===== src/rtl/core/htw_pkg.sv =====
`timescale 1ns / 1ps
// ---------------------------------------------------------------------------
// Timer wheel package
// Command and result codes, fixed field widths and a shared shift helper.
// ---------------------------------------------------------------------------
package htw_pkg;

  // input command codes (s_tuser)
  localparam logic CMD_ADD  = 1'b0;
  localparam logic CMD_TICK = 1'b1;

  // result kinds (m_tuser)
  localparam logic KIND_EXPIRED = 1'b0;
  localparam logic KIND_REJECT  = 1'b1;

  // fixed field widths
  localparam int TIME_W   = 32;
  localparam int DELAY_W  = 31;
  localparam int HANDLE_W = 16;

  // results reported per tick
  localparam int MAX_RESULTS = 64;
  localparam int CNT_W       = 7;

  // logical right shift where 32 or more clears the word
  function automatic logic [TIME_W-1:0] shr32(input logic [TIME_W-1:0] v, input int sh);
    if (sh >= TIME_W) return '0;
    return v >> sh;
  endfunction

endpackage


===== src/rtl/core/htw_file.sv =====
`timescale 1ns / 1ps
// ---------------------------------------------------------------------------
// Timer wheel slot select
// Picks the wheel slot for an expiry time from its distance to now.
// ---------------------------------------------------------------------------
module htw_file
  import htw_pkg::*;
#(
  parameter int ROOT_BITS  = 8,
  parameter int LEVEL_BITS = 6,
  parameter int SLOT_W     = 9
) (
  input  logic [TIME_W-1:0] expiry,
  input  logic [TIME_W-1:0] now,
  output logic [SLOT_W-1:0] slot
);

  localparam int ROOT_SLOTS  = 1 << ROOT_BITS;
  localparam int LEVEL_SLOTS = 1 << LEVEL_BITS;
  localparam logic [SLOT_W-1:0] BASE1 = SLOT_W'(ROOT_SLOTS);
  localparam logic [SLOT_W-1:0] BASE2 = SLOT_W'(ROOT_SLOTS + LEVEL_SLOTS);
  localparam logic [SLOT_W-1:0] BASE3 = SLOT_W'(ROOT_SLOTS + 2 * LEVEL_SLOTS);
  localparam logic [SLOT_W-1:0] BASE4 = SLOT_W'(ROOT_SLOTS + 3 * LEVEL_SLOTS);

  // distance below 2^sh
  function automatic logic fits(input logic [TIME_W-1:0] d, input int sh);
    if (sh >= TIME_W) return 1'b1;
    return (d >> sh) == '0;
  endfunction

  logic [TIME_W-1:0] distance;
  logic [TIME_W-1:0] w1, w2, w3, w4;

  assign distance = expiry - now;
  assign w1   = shr32(expiry, ROOT_BITS);
  assign w2   = shr32(expiry, ROOT_BITS + LEVEL_BITS);
  assign w3   = shr32(expiry, ROOT_BITS + 2 * LEVEL_BITS);
  assign w4   = shr32(expiry, ROOT_BITS + 3 * LEVEL_BITS);

  // nearest level that covers the distance; past times go to the current slot
  always_comb begin
    if (fits(distance, ROOT_BITS)) begin
      slot = SLOT_W'(expiry[ROOT_BITS-1:0]);
    end else if (fits(distance, ROOT_BITS + LEVEL_BITS)) begin
      slot = BASE1 + SLOT_W'(w1[LEVEL_BITS-1:0]);
    end else if (fits(distance, ROOT_BITS + 2 * LEVEL_BITS)) begin
      slot = BASE2 + SLOT_W'(w2[LEVEL_BITS-1:0]);
    end else if (fits(distance, ROOT_BITS + 3 * LEVEL_BITS)) begin
      slot = BASE3 + SLOT_W'(w3[LEVEL_BITS-1:0]);
    end else if (distance[TIME_W-1]) begin
      slot = SLOT_W'(now[ROOT_BITS-1:0]);
    end else begin
      slot = BASE4 + SLOT_W'(w4[LEVEL_BITS-1:0]);
    end
  end

endmodule


===== config.mk =====
export PLATFORM = sky130hd
export DESIGN_NAME = htw_file
export DESIGN_NICKNAME = d
export VERILOG_FILES = /design/src/rtl/core/htw_pkg.sv /design/src/rtl/core/htw_file.sv
export SDC_FILE = /design/constraint.sdc
export NUM_CORES = 1
export LEC_CHECK = 0
export BUFFER_PORTS_ARGS = -buffer_cell sky130_fd_sc_hd__buf_2
export CELL_PAD_IN_SITES_DETAIL_PLACEMENT = 0
export CELL_PAD_IN_SITES_GLOBAL_PLACEMENT = 2
export CORE_MARGIN = 2
export CORE_UTILIZATION = 25
export DETAILED_ROUTE_END_ITERATION = 10
export GPL_TIMING_DRIVEN = 0
export PLACE_DENSITY_LB_ADDON = 0.3
export SYNTH_ARGS = -nofsm -noshare
export SYNTH_HDL_FRONTEND = slang
export SYNTH_SLANG_ARGS = --single-unit

===== constraint.sdc =====
create_clock -name vclk -period 6.5
set_input_delay 0.65 -clock vclk [all_inputs]
set_output_delay 0.65 -clock vclk [all_outputs]
set_load 0.01 [all_outputs]

==> impl_metrics.env <==
export IMPL_outcome="complete, no violations"
export IMPL_fin_nets=523
export IMPL_firstDrtPassIters=4
export IMPL_ff_latch_area_um2=0
export IMPL_synth_warnings=0
export IMPL_antenna_found_initial=0
export IMPL_finalMaxSlewViolations=0
export IMPL_ys_seq_area_frac=0
export IMPL_ant_nets=0
export IMPL_num_rows=35
export IMPL_fin_crit_sh=0.7816
export IMPL_drt_iter0_markers=127
export IMPL_n_fill_cell=1064
export IMPL_hp_class="input port to output port"
export IMPL_grt_max_degree=11
export IMPL_syn_cell_area_um2=2352
export IMPL_grt_pass1_vias=2655
export IMPL_syn_nets=448
export IMPL_maxCapViolCount=0
export IMPL_slew_headroom=0.4471
export IMPL_die_x_um=101
export IMPL_startpoint_type="input port"
export IMPL_worstPathMaxFanout=10
export IMPL_peakVddDrop_mv=0.04079
export IMPL_ys_top_cells_by_area="ha_1, a21oi_1, mux2i_1"
export IMPL_p_clk_frac=0
export IMPL_setup_violations=0
export IMPL_required_ps=5850
export IMPL_fmaxAchievable_ghz=0.1968
export IMPL_arrival_ps=4430
export IMPL_die_area_um2=10200
export IMPL_numPortBuffers=73
export IMPL_diodes=0
export IMPL_die_h_um=101
export IMPL_path_class="input port to output port"
export IMPL_core_area_um2=9196
export IMPL_syn_area_per_cell_um2=6.645
export IMPL_synth_top_area_frac=0.1596
export IMPL_hold_buffers=0
export IMPL_gp_congestion=0.8674
export IMPL_power_switching_uw=159.2
export IMPL_grtUsageTotal=0.1610
export IMPL_setup_tns_ps=0
export IMPL_grt_setup_unrepaired="no"
export IMPL_design_seq_count=0
export IMPL_min_period_ps=5081
export IMPL_ios=73
export IMPL_switching_share=0.5656
export IMPL_grt_overflow=0
export IMPL_netlist_cell_type_count=59
export IMPL_start_util=0.2558
export IMPL_setup_ws_ps=1419
export IMPL_yosysTopAreaCell="ha_1"
export IMPL_power_density_nw_per_um2=98.51
export IMPL_p_leak_nw=1.333
export IMPL_syn_to_final_growth_pct=21.44
export IMPL_routed_via_density=5.086
export IMPL_seqPwrFrac=0
export IMPL_layout_drive_gt1_share=0.2272
export IMPL_nClkBuffers=0
export IMPL_cts_setup_buffers=0
export IMPL_pre_cts_slack_ps=1446
export IMPL_internal_power_uw=122.2
export IMPL_ctsResizeCount=0
export IMPL_endpoint_kind="output port"
export IMPL_power_frac_comb=1.000
export IMPL_tightest_slew_ps=826.3
export IMPL_finalHoldViolCount=0
export IMPL_remaining_drc_errors=0
export IMPL_wire_per_inst_um=15.84
export IMPL_grt_pass1_wl_um=13310
export IMPL_wirelength_um=8520
export IMPL_vias=2736
export IMPL_dp_hpwl_um=7441
export IMPL_netlist_instances=354
## layout make-up
type | count | area, µm² | share of cell area
multi-input combinational | 303 | 2112 | 0.7394
timing repair buffer | 73 | 365.4 | 0.1279
inverter | 37 | 138.9 | 0.04862
tap | 111 | 138.9 | 0.04862
buffer | 14 | 101.3 | 0.03548
## power groups by stage
stage               registers [mW]  logic, mW  clock network [mW]
floorplan                        0      0.197                   0
global placement                 0      0.281                   0
detailed placement               0      0.280                   0
CTS                              0      0.282                   0
global route                     0      0.313                   0
finish                           0      0.281                   0
## final timing paths
check	from	endpoint	cells after the start
min	expiry[6]	slot[6]	3
max	now[6]	slot[3]	15
## critical path: stages
cell,delay [ps]
buf_2,70
inv_1,40
ha_1,380
and3_1,230
nand2_1,100
nor4_1,500
o31a_1,320
xnor2_1,160
o211ai_1,130
or4_1,540
or4_4,580
buf_6,170
a211oi_1,260
o31a_1,160
buf_2,120
## per-stage QoR
stage / area, µm² / hold WS, ps / instances / power [mW] / util
final: 2856 / 1634 / 538 / 0.2814 / 0.3106
after global routing: 2856 / 1668 / 538 / 0.3126 / 0.3106
after CTS: 2856 / 1644 / 538 / 0.2821 / 0.3106
after detailed placement: 2856 / 1640 / 538 / 0.2802 / 0.3106
after global placement: 2856 / 1640 / 538 / 0.2807 / 0.3106
after floorplan: 2352 / 1439 / 354 / 0.1972 / -
## per-layer routing
layer / GRT usage / up-vias / part of all wire / wire, µm
li1: - / 1437 / - / -
met1: 0.2498 / 1233 / 0.52 / 4461
met2: 0.2590 / 66 / 0.43 / 3656
met3: 0.009015 / 0 / 0.047 / 402
met4: 0 / 0 / 0 / 0
met5: 0 / - / 0 / 0
## Yosys cell counts (all sizes together), types with 4 or more instances
master / number
a211oi: 9
a21oi: 38
and2: 11
and3: 5
buf: 9
clkbuf: 5
ha: 30
inv: 37
mux2i: 15
nand2: 34
nand3: 6
nand4: 7
nor2: 25
nor2b: 4
nor3: 7
o211ai: 9
o21a: 7
o21ai: 28
o31a: 7
xnor2: 16
xor2: 4
## placed cells by master (no fill, tap or decap), types with 5 or more instances in the layout
master and count:
buf_2 76, inv_1 37, nand2_1 34, a21oi_1 33
ha_1 30, o21ai_0 25, nor2_1 25, xnor2_1 15
mux2i_1 15, a211oi_1 9, o211ai_1 8, nand4_1 7
o31a_1 7, buf_6 6, nand3_1 6, nor3_1 6
o21a_1 6, clkbuf_1 5, and2_1 5, and2_0 5
## kinds of logic (layout without fill, tap and decap cells)
group,Yosys count,in the layout,share of synthesized area
AOI/OAI and AO/OA,122,122,0.3426
and+or+nand+nor,115,115,0.2495
buffers and inverters,51,124,0.1021
adders and majority gates,30,30,0.1596
xor gates and xnor gates,20,20,0.07766
muxes,16,16,0.06861
Power figures use the tool's default switching activity.
