## src/rtl/core/htw_ram.sv

```systemverilog
`timescale 1ns / 1ps
// ---------------------------------------------------------------------------
// Timer wheel RAM
// Simple dual-port synchronous RAM, one write and one registered read port.
// ---------------------------------------------------------------------------
module htw_ram #(
  parameter int WIDTH  = 8,
  parameter int DEPTH  = 64,
  parameter int ADDR_W = 6
) (
  input  logic              clk,
  input  logic              we,
  input  logic [ADDR_W-1:0] waddr,
  input  logic [WIDTH-1:0]  wdata,
  input  logic              re,
  input  logic [ADDR_W-1:0] raddr,
  output logic [WIDTH-1:0]  rdata
);

  logic [WIDTH-1:0] mem [DEPTH];

  // write port
  always_ff @(posedge clk) begin
    if (we) begin
      mem[waddr] <= wdata;
    end
  end

  // read port, data held between reads
  always_ff @(posedge clk) begin
    if (re) begin
      rdata <= mem[raddr];
    end
  end

endmodule

```

## config.mk

```make
export PLATFORM = sky130hd
export DESIGN_NAME = htw_ram
export DESIGN_NICKNAME = d
export VERILOG_FILES = /design/src/rtl/core/htw_ram.sv
export SDC_FILE = /design/constraint.sdc
export NUM_CORES = 1
export LEC_CHECK = 0
export BUFFER_PORTS_ARGS = -buffer_cell sky130_fd_sc_hd__buf_2
export CAP_MARGIN = 10
export CORE_MARGIN = 5
export CORE_UTILIZATION = 25
export DETAILED_ROUTE_END_ITERATION = 7
export PLACE_DENSITY_LB_ADDON = 0.08
export SLEW_MARGIN = 15
export SYNTH_ARGS = -nofsm -noshare
export SYNTH_HDL_FRONTEND = slang
export SYNTH_SLANG_ARGS = --single-unit
```

## constraint.sdc

```tcl
create_clock -name clk -period 2.3 [get_ports clk]
set_clock_uncertainty 0.05 [all_clocks]
set_input_delay 0.23 -clock clk [delete_from_list [all_inputs] [get_ports clk]]
set_output_delay 0.23 -clock clk [all_outputs]
set_load 0.01 [all_outputs]
```

==> metrics.txt, run 1 <==
Mapped Nets about 960; #FFs+latches synth 520; Die Y 295 um; max_cap viols 0; wire length per cell 26.1 um; total die area 86800 sq um; worst setup margin ~52 ps; gp weighted congestion 0.735; Post-Syn Area per Cell 21.5 sq um; ANT nets after route 0; Ys Warns 0; pre-CTS WS -282 ps; Startpoint Class flop; NumNets Final between 1000 and 1500; first-pass GRT wire length 83.7 mm; FILL cells about 7800; # rows approximately 100; Rel. slew slack 0.526; Final setup violation count 0; GRT overflow 0; number of flops mapped to enable cells by yosys 520; Post-CTS Setup Bufs 0; IO buf count 30; clock tree sinks 520; HPWL after DPL between 30 and 40 mm; Seq pwr share 0.500; initial antenna violation count 3; Clock transition at path regs 60 ps; post-synth top area cell edfxtp_1; layout cell share with drive strength beyond 1 0.355; CTS tree done; P&R area growth vs syn 23.0%; CP Capture Type flop; final worst-path cycle share 0.977; largest net degree at the start of global routing 65; Internal around 17 mW; H-tree Lvls 2; status finished clean; actual slew at the worst max-slew pin 703 ps; Cells after Synth between 900 and 1000; Post-Syn Area 20200 sq um; Sw Ratio 0.216; Logic pwr share 0.057; Via density about 4.4; RSZ-0062 raised after global routing no; DR pass1 iterations 4; fmax between 0.4 and 0.5 GHz; Core Region 80400 sq um; top_reg_cell synth edfxtp_1; DR vias around 10000; crit path DAT between 2000 and 3000 ps; Switch Pwr between 4 and 5 mW; Synth cell types 39; die width between 200 and 300 um; Worst Path Required 2610 ps; TritonCTS buffer count 60; Post-synth top cells edfxtp_1 (520), mux4_2 (126), nor2_1 (83); Core Util, Final 0.310; PwrDens 847 nW/um^2; final WL a little under 60 mm; Hold Crit Class input port to flop; clock network fraction of design power 0.443; count leader, synth edfxtp_1; 1st-iter DRT viols 716; Root Buffer clkbuf_16; Fin. Hold Viols 0; Total Routing Usage GR 0.136; crit-path max FO 1; Synth area leaders edfxtp_1 (77%), mux4_2 (14%), nor2_1 (1.5%), mux2i_1 (1.1%), mux2_2 (0.72%); Final min period between 2000 and 2500 ps; peak supply drop between 0.4 and 0.5 mV; Pleak roughly 8 nW; CP Class flop to flop; Longest Clk Path Bufs 3; top cell type's share of synthesized area 0.771; Starting Density 0.252; Post-synth ARST share 0; vias in the first global route between 10000 and 15000; number of remaining DRC errors 0; Slew Viols, Final 0; Skew-Pair Late Insertion Delay 620 ps; I/O pins 31; register area share after synthesis 0.771
[what timing repair did]
| action | 4_1_cts | 5_1_grt |
|---|---|---|
| hold buffers | 1 | 0 |
| resized for setup | 1 | 1 |
| endpoints found under the hold margin | 8 | 0 |
| setup endpoints to repair | 1 | 1 |
[sequential cells by signal, summed over array words and instances (netlist names)]
signal  count
mem       512
rdata       8
[path summary, 6_finish.rpt]
path | cells after the start | startpoint | slack [ps] | end
worst max-delay path | 5 | mem[46][0]$_DFFE_PP_ | 50 | rdata[0]$_DFFE_PP_
worst min-delay path | 1 | wdata[5] | 60 | mem[9][5]$_DFFE_PP_
worst max register to register | 5 | mem[46][0]$_DFFE_PP_ | 50 | rdata[0]$_DFFE_PP_
worst min register to register | 4 | mem[54][7]$_DFFE_PP_ | 940 | rdata[7]$_DFFE_PP_
[layout make-up]
type / instances / area [sq um] / area share
diodes: 3 / 7.51 / 0.000301
clock buffers: 71 / 1590 / 0.0636
clock inverters: 39 / 337 / 0.0135
multi-input cells: 369 / 4330 / 0.174
flip-flops and latches: 520 / 15600 / 0.627
well taps: 1060 / 1330 / 0.0532
repair buffers: 204 / 1710 / 0.0687
[routing by layer]
layer,wire (um),track usage,part of all wire,vias to the layer above
met4,1520,0.0360,0.026,2
met3,2340,0.0216,0.040,94
met2,28700,0.226,0.49,207
met1,26600,0.187,0.45,5318
li1,-,-,-,4371
met5,13,0,0.00022,-
[critical path, cell delays in order, from the launching register on]
cell and delay (ps):
edfxtp_1 360, mux4_2 480, mux2_2 310, a221oi_1 510, buf_4 220, o2bb2ai_1 70
[metrics by stage]
stage	instance area, sq um	cells	hold WS (ps)	power (mW)	setup TNS [ps]
2_1_floorplan	20200	940	279	11.3	0
6_report	24900	2266	64.8	21.1	0
5_1_grt	24900	2263	61.3	21.9	0
3_3_place_gp	23000	2152	606	12.0	-1470
3_5_place_dp	23000	2152	608	12.0	-1530
4_1_cts	24900	2263	50.3	21.5	0
[logic make-up (layout without fill, tap and decap cells)]
kind of cell           after synthesis  in the layout  share of synthesized area
DFF                                520            520                      0.771
muxes                              162            162                      0.159
and+or+nand+nor                    153            153                     0.0337
AOI/OAI and AO/OA                   54             54                     0.0206
buffers and inverters               51            314                     0.0156
other                                0              3                          0
[power groups by stage]
| stage | logic [mW] | clock network, mW | registers [mW] |
|---|---|---|---|
| after floorplan | 0.559 | 0 | 10.7 |
| after global placement | 1.25 | 0 | 10.7 |
| after detailed placement | 1.25 | 0 | 10.7 |
| after CTS | 1.26 | 9.67 | 10.5 |
| after global routing | 1.30 | 10.1 | 10.5 |
| final | 1.21 | 9.36 | 10.5 |
[cells in the final DEF (no fill, tap or decap), drive strengths merged, types with 3 or more instances in the layout]
cell type,instances
edfxtp,520
buf,203
mux4,126
nor2,83
clkbuf,71
clkinv,31
mux2i,23
nand2,19
nor2b,14
mux2,13
nand3,13
o221ai,8
o22ai,8
nand2b,7
nor3,7
bufinv,6
a221oi,6
a211oi,4
o21ai,4
diode,3
nand3b,3
a21oi,3
a22oi,3
o2111ai,3
o2bb2ai,3
Note: power is estimated with default switching activity, not from simulation.
==> run 2, diff against run 1 <==
- clock period: 2.3 -> 2.6 ns (I/O delays scaled with it)
==> metrics.txt, run 2 (synthesis gave the netlist of run 1 again) <==
FILL cells 7848 (+0.68%); most frequent cells in the layout edfxtp_1 (520), buf_4 (136), mux4_2 (126), nor2_1 (83), clkbuf_16 (60); vias in the first global route 10600 (-0.24%); RR Startpoint mem[25][6]$_DFFE_PP_; CTS tree done; Internal 14.2 mW (-14%); Logic pwr share 0.056 (about the same); Starting Density 0.252 (unchanged); Core Region 80400 sq um (unchanged); Skew-Pair Late Insertion Delay 620 ps (about the same); Hold Crit Class input port to flop; most common cell after layout, fill and taps aside edfxtp_1; max_cap viols 0 (unchanged); HPWL after DPL 38.6 mm (-2.5%); FF-to-FF path depth 6 (+1); Largest register FFs 512 (unchanged); first-pass GRT wire length 82.4 mm (-1.6%); initial antenna violation count 3 (unchanged); Sw Ratio 0.220 (+0.00449); P&R area growth vs syn 21.5%; reg2reg setup slack 290 ps (+230 ps); Worst Path Required 2910 ps (+300 ps); hold path cells 1 (unchanged); crit path DAT 2620 ps (+60 ps); RSZ-0062 raised after global routing no; # rows 104 (unchanged); total die area 86800 sq um (unchanged); Die Y 295 um (unchanged); FF-to-FF End rdata[6]$_DFFE_PP_; NumNets Final 1156 (-1.9%); Hold Startpoint wdata[6]; PwrDens 741 nW/um^2 (-13%); DR pass1 iterations 4 (unchanged); actual slew at the worst max-slew pin 845 ps (+142 ps); Crit-path slowest cell mux4_2; clock network fraction of design power 0.432 (-0.011); Pleak 7.83 nW (-2.0%); largest net degree at the start of global routing 65 (unchanged); Diodes inserted 0 (-3); final WL 57.8 mm (-2.3%); pre-CTS WS -284 ps (-2.11 ps); Final setup violation count 0 (unchanged); Clock transition at path regs 60 ps (about the same); GRT overflow 0 (unchanged); gp weighted congestion 0.753 (+2.4%); Fin. Hold Viols 0 (unchanged); peak supply drop 0.388 mV (-15%); clock tree sinks 520 (unchanged); Startpoint Class flop; worst setup margin 287 ps (+235 ps); critical path, cell by cell mux4_2 > mux2_2 > o221a_2 > nor3_1 > buf_4 > o32ai_1; I/O pins 31 (unchanged); Total Routing Usage GR 0.133 (-0.00264); Longest Clk Path Bufs 3 (unchanged); 1st-iter DRT viols 766 (+7.0%); DP Area 22700 sq um (-0.92%); FF+latch area 15600 sq um (unchanged); PostCTS Resize Cnt 0 (-1); CP Class flop to flop; status finished clean; Final min period 2310 ps (+65.3 ps); layout cell share with drive strength beyond 1 0.347 (-0.00749); Core Util, Final 0.306 (-0.00392); die width 295 um (unchanged); Biggest register mem; Slew Viols, Final 0 (unchanged); fmax 0.432 GHz (-2.8%); wire length per cell 25.8 um (-1.1%); IO buf count 30 (unchanged); DR vias 9968 (-0.24%); Power Total 18.2 mW (-14%); crit-path max FO 1 (unchanged); CP Capture Type flop; Seq pwr share 0.512 (+0.012); WHS Endpoint mem[26][6]$_DFFE_PP_; delay of the slowest critical-path stage 450 ps (-60 ps); Root Buffer clkbuf_16; H-tree Lvls 2 (unchanged); final worst-path cycle share 0.890 (-0.0876); number of remaining DRC errors 0 (unchanged); Rel. slew slack 0.428 (-0.0987); biggest regs mem (512), rdata (8); Switch Pwr 4.02 mW (-12%); ANT nets after route 0 (unchanged); Layout Cell Area excl Fill 24600 sq um (-1.3%); TritonCTS buffer count 60 (unchanged); Via density 4.45 (+0.92%); Setup TNS Final 0 ps (unchanged); area of the multi-input gates 4320 sq um (-0.26%)
==> run 2: changes by cell type in the layout (fill, tap and decap cells not counted), moves of 2 or more <==
cell        delta
clkbuf_1       -2
clkbuf_16      -2
clkinvlp_4     +2
clkinv_1       -7
buf_4         -20
diode_2        -3
bufinv_16      -3
clkinv_2       +9
buf_12         -3
==> run 2: per-layer routing <==
layer  vias to the layer above  wire, um  share of wire  GRT usage
met2                       188     28400           0.49      0.223
met5                         -        15        0.00026          0
met4                         2      1170          0.020     0.0305
li1                       4342         -              -          -
met1                      5358     26500           0.46      0.184
met3                        78      1800          0.031     0.0215
==> run 2: timing repair <==
action / 4_1_cts / 5_1_grt
setup buffers: 0 / 0
hold buffers: 2 / 0
hold endpoints to repair: 12 / 0
==> run 2: final cells by class <==
type                    count  area share
clock buffers              67      0.0621
flip-flops and latches    520       0.635
clock inverters            42      0.0121
multi-input cells         369       0.175
repair buffers            182      0.0615
well taps                1060      0.0539
==> run 2: worst max-delay path, delay by kind of cell (launching register included) <==
kind                   cells  cell delay [ps]
AO/OA/AOI/OAI              2              360
multiplexers               2              750
flip-flops                 1              380
buffers and inverters      1              180
AND/OR/NAND/NOR            1              340
==> run 2: per-stage QoR <==
stage	hold WS [ps]	cells
2_1_floorplan	309	940
3_3_place_gp	611	2129
3_5_place_dp	612	2129
4_1_cts	107	2240
5_1_grt	123	2240
6_report	146	2240
==> run 2: worst max path at each step <==
stage                               startpoint                  to  slack [ps]  cells after the start
after global placement                raddr[2]  rdata[7]$_DFFE_PP_        -310                      6
after detailed placement              raddr[2]  rdata[7]$_DFFE_PP_        -280                      6
final                     mem[25][6]$_DFFE_PP_  rdata[6]$_DFFE_PP_         290                      6
after global routing       mem[5][7]$_DFFE_PP_  rdata[7]$_DFFE_PP_         180                      4
after floorplan                       raddr[1]  rdata[3]$_DFFE_PP_         480                      7
after CTS                 mem[25][6]$_DFFE_PP_  rdata[6]$_DFFE_PP_         290                      6
==> run 2: power groups by stage <==
stage | logic [mW] | clock network (mW) | registers [mW]
after floorplan | 0.495 | 0 | 9.49
after global placement | 1.07 | 0 | 9.50
after detailed placement | 1.06 | 0 | 9.50
after CTS | 1.07 | 8.18 | 9.33
after global routing | 1.11 | 8.57 | 9.32
final | 1.03 | 7.88 | 9.33
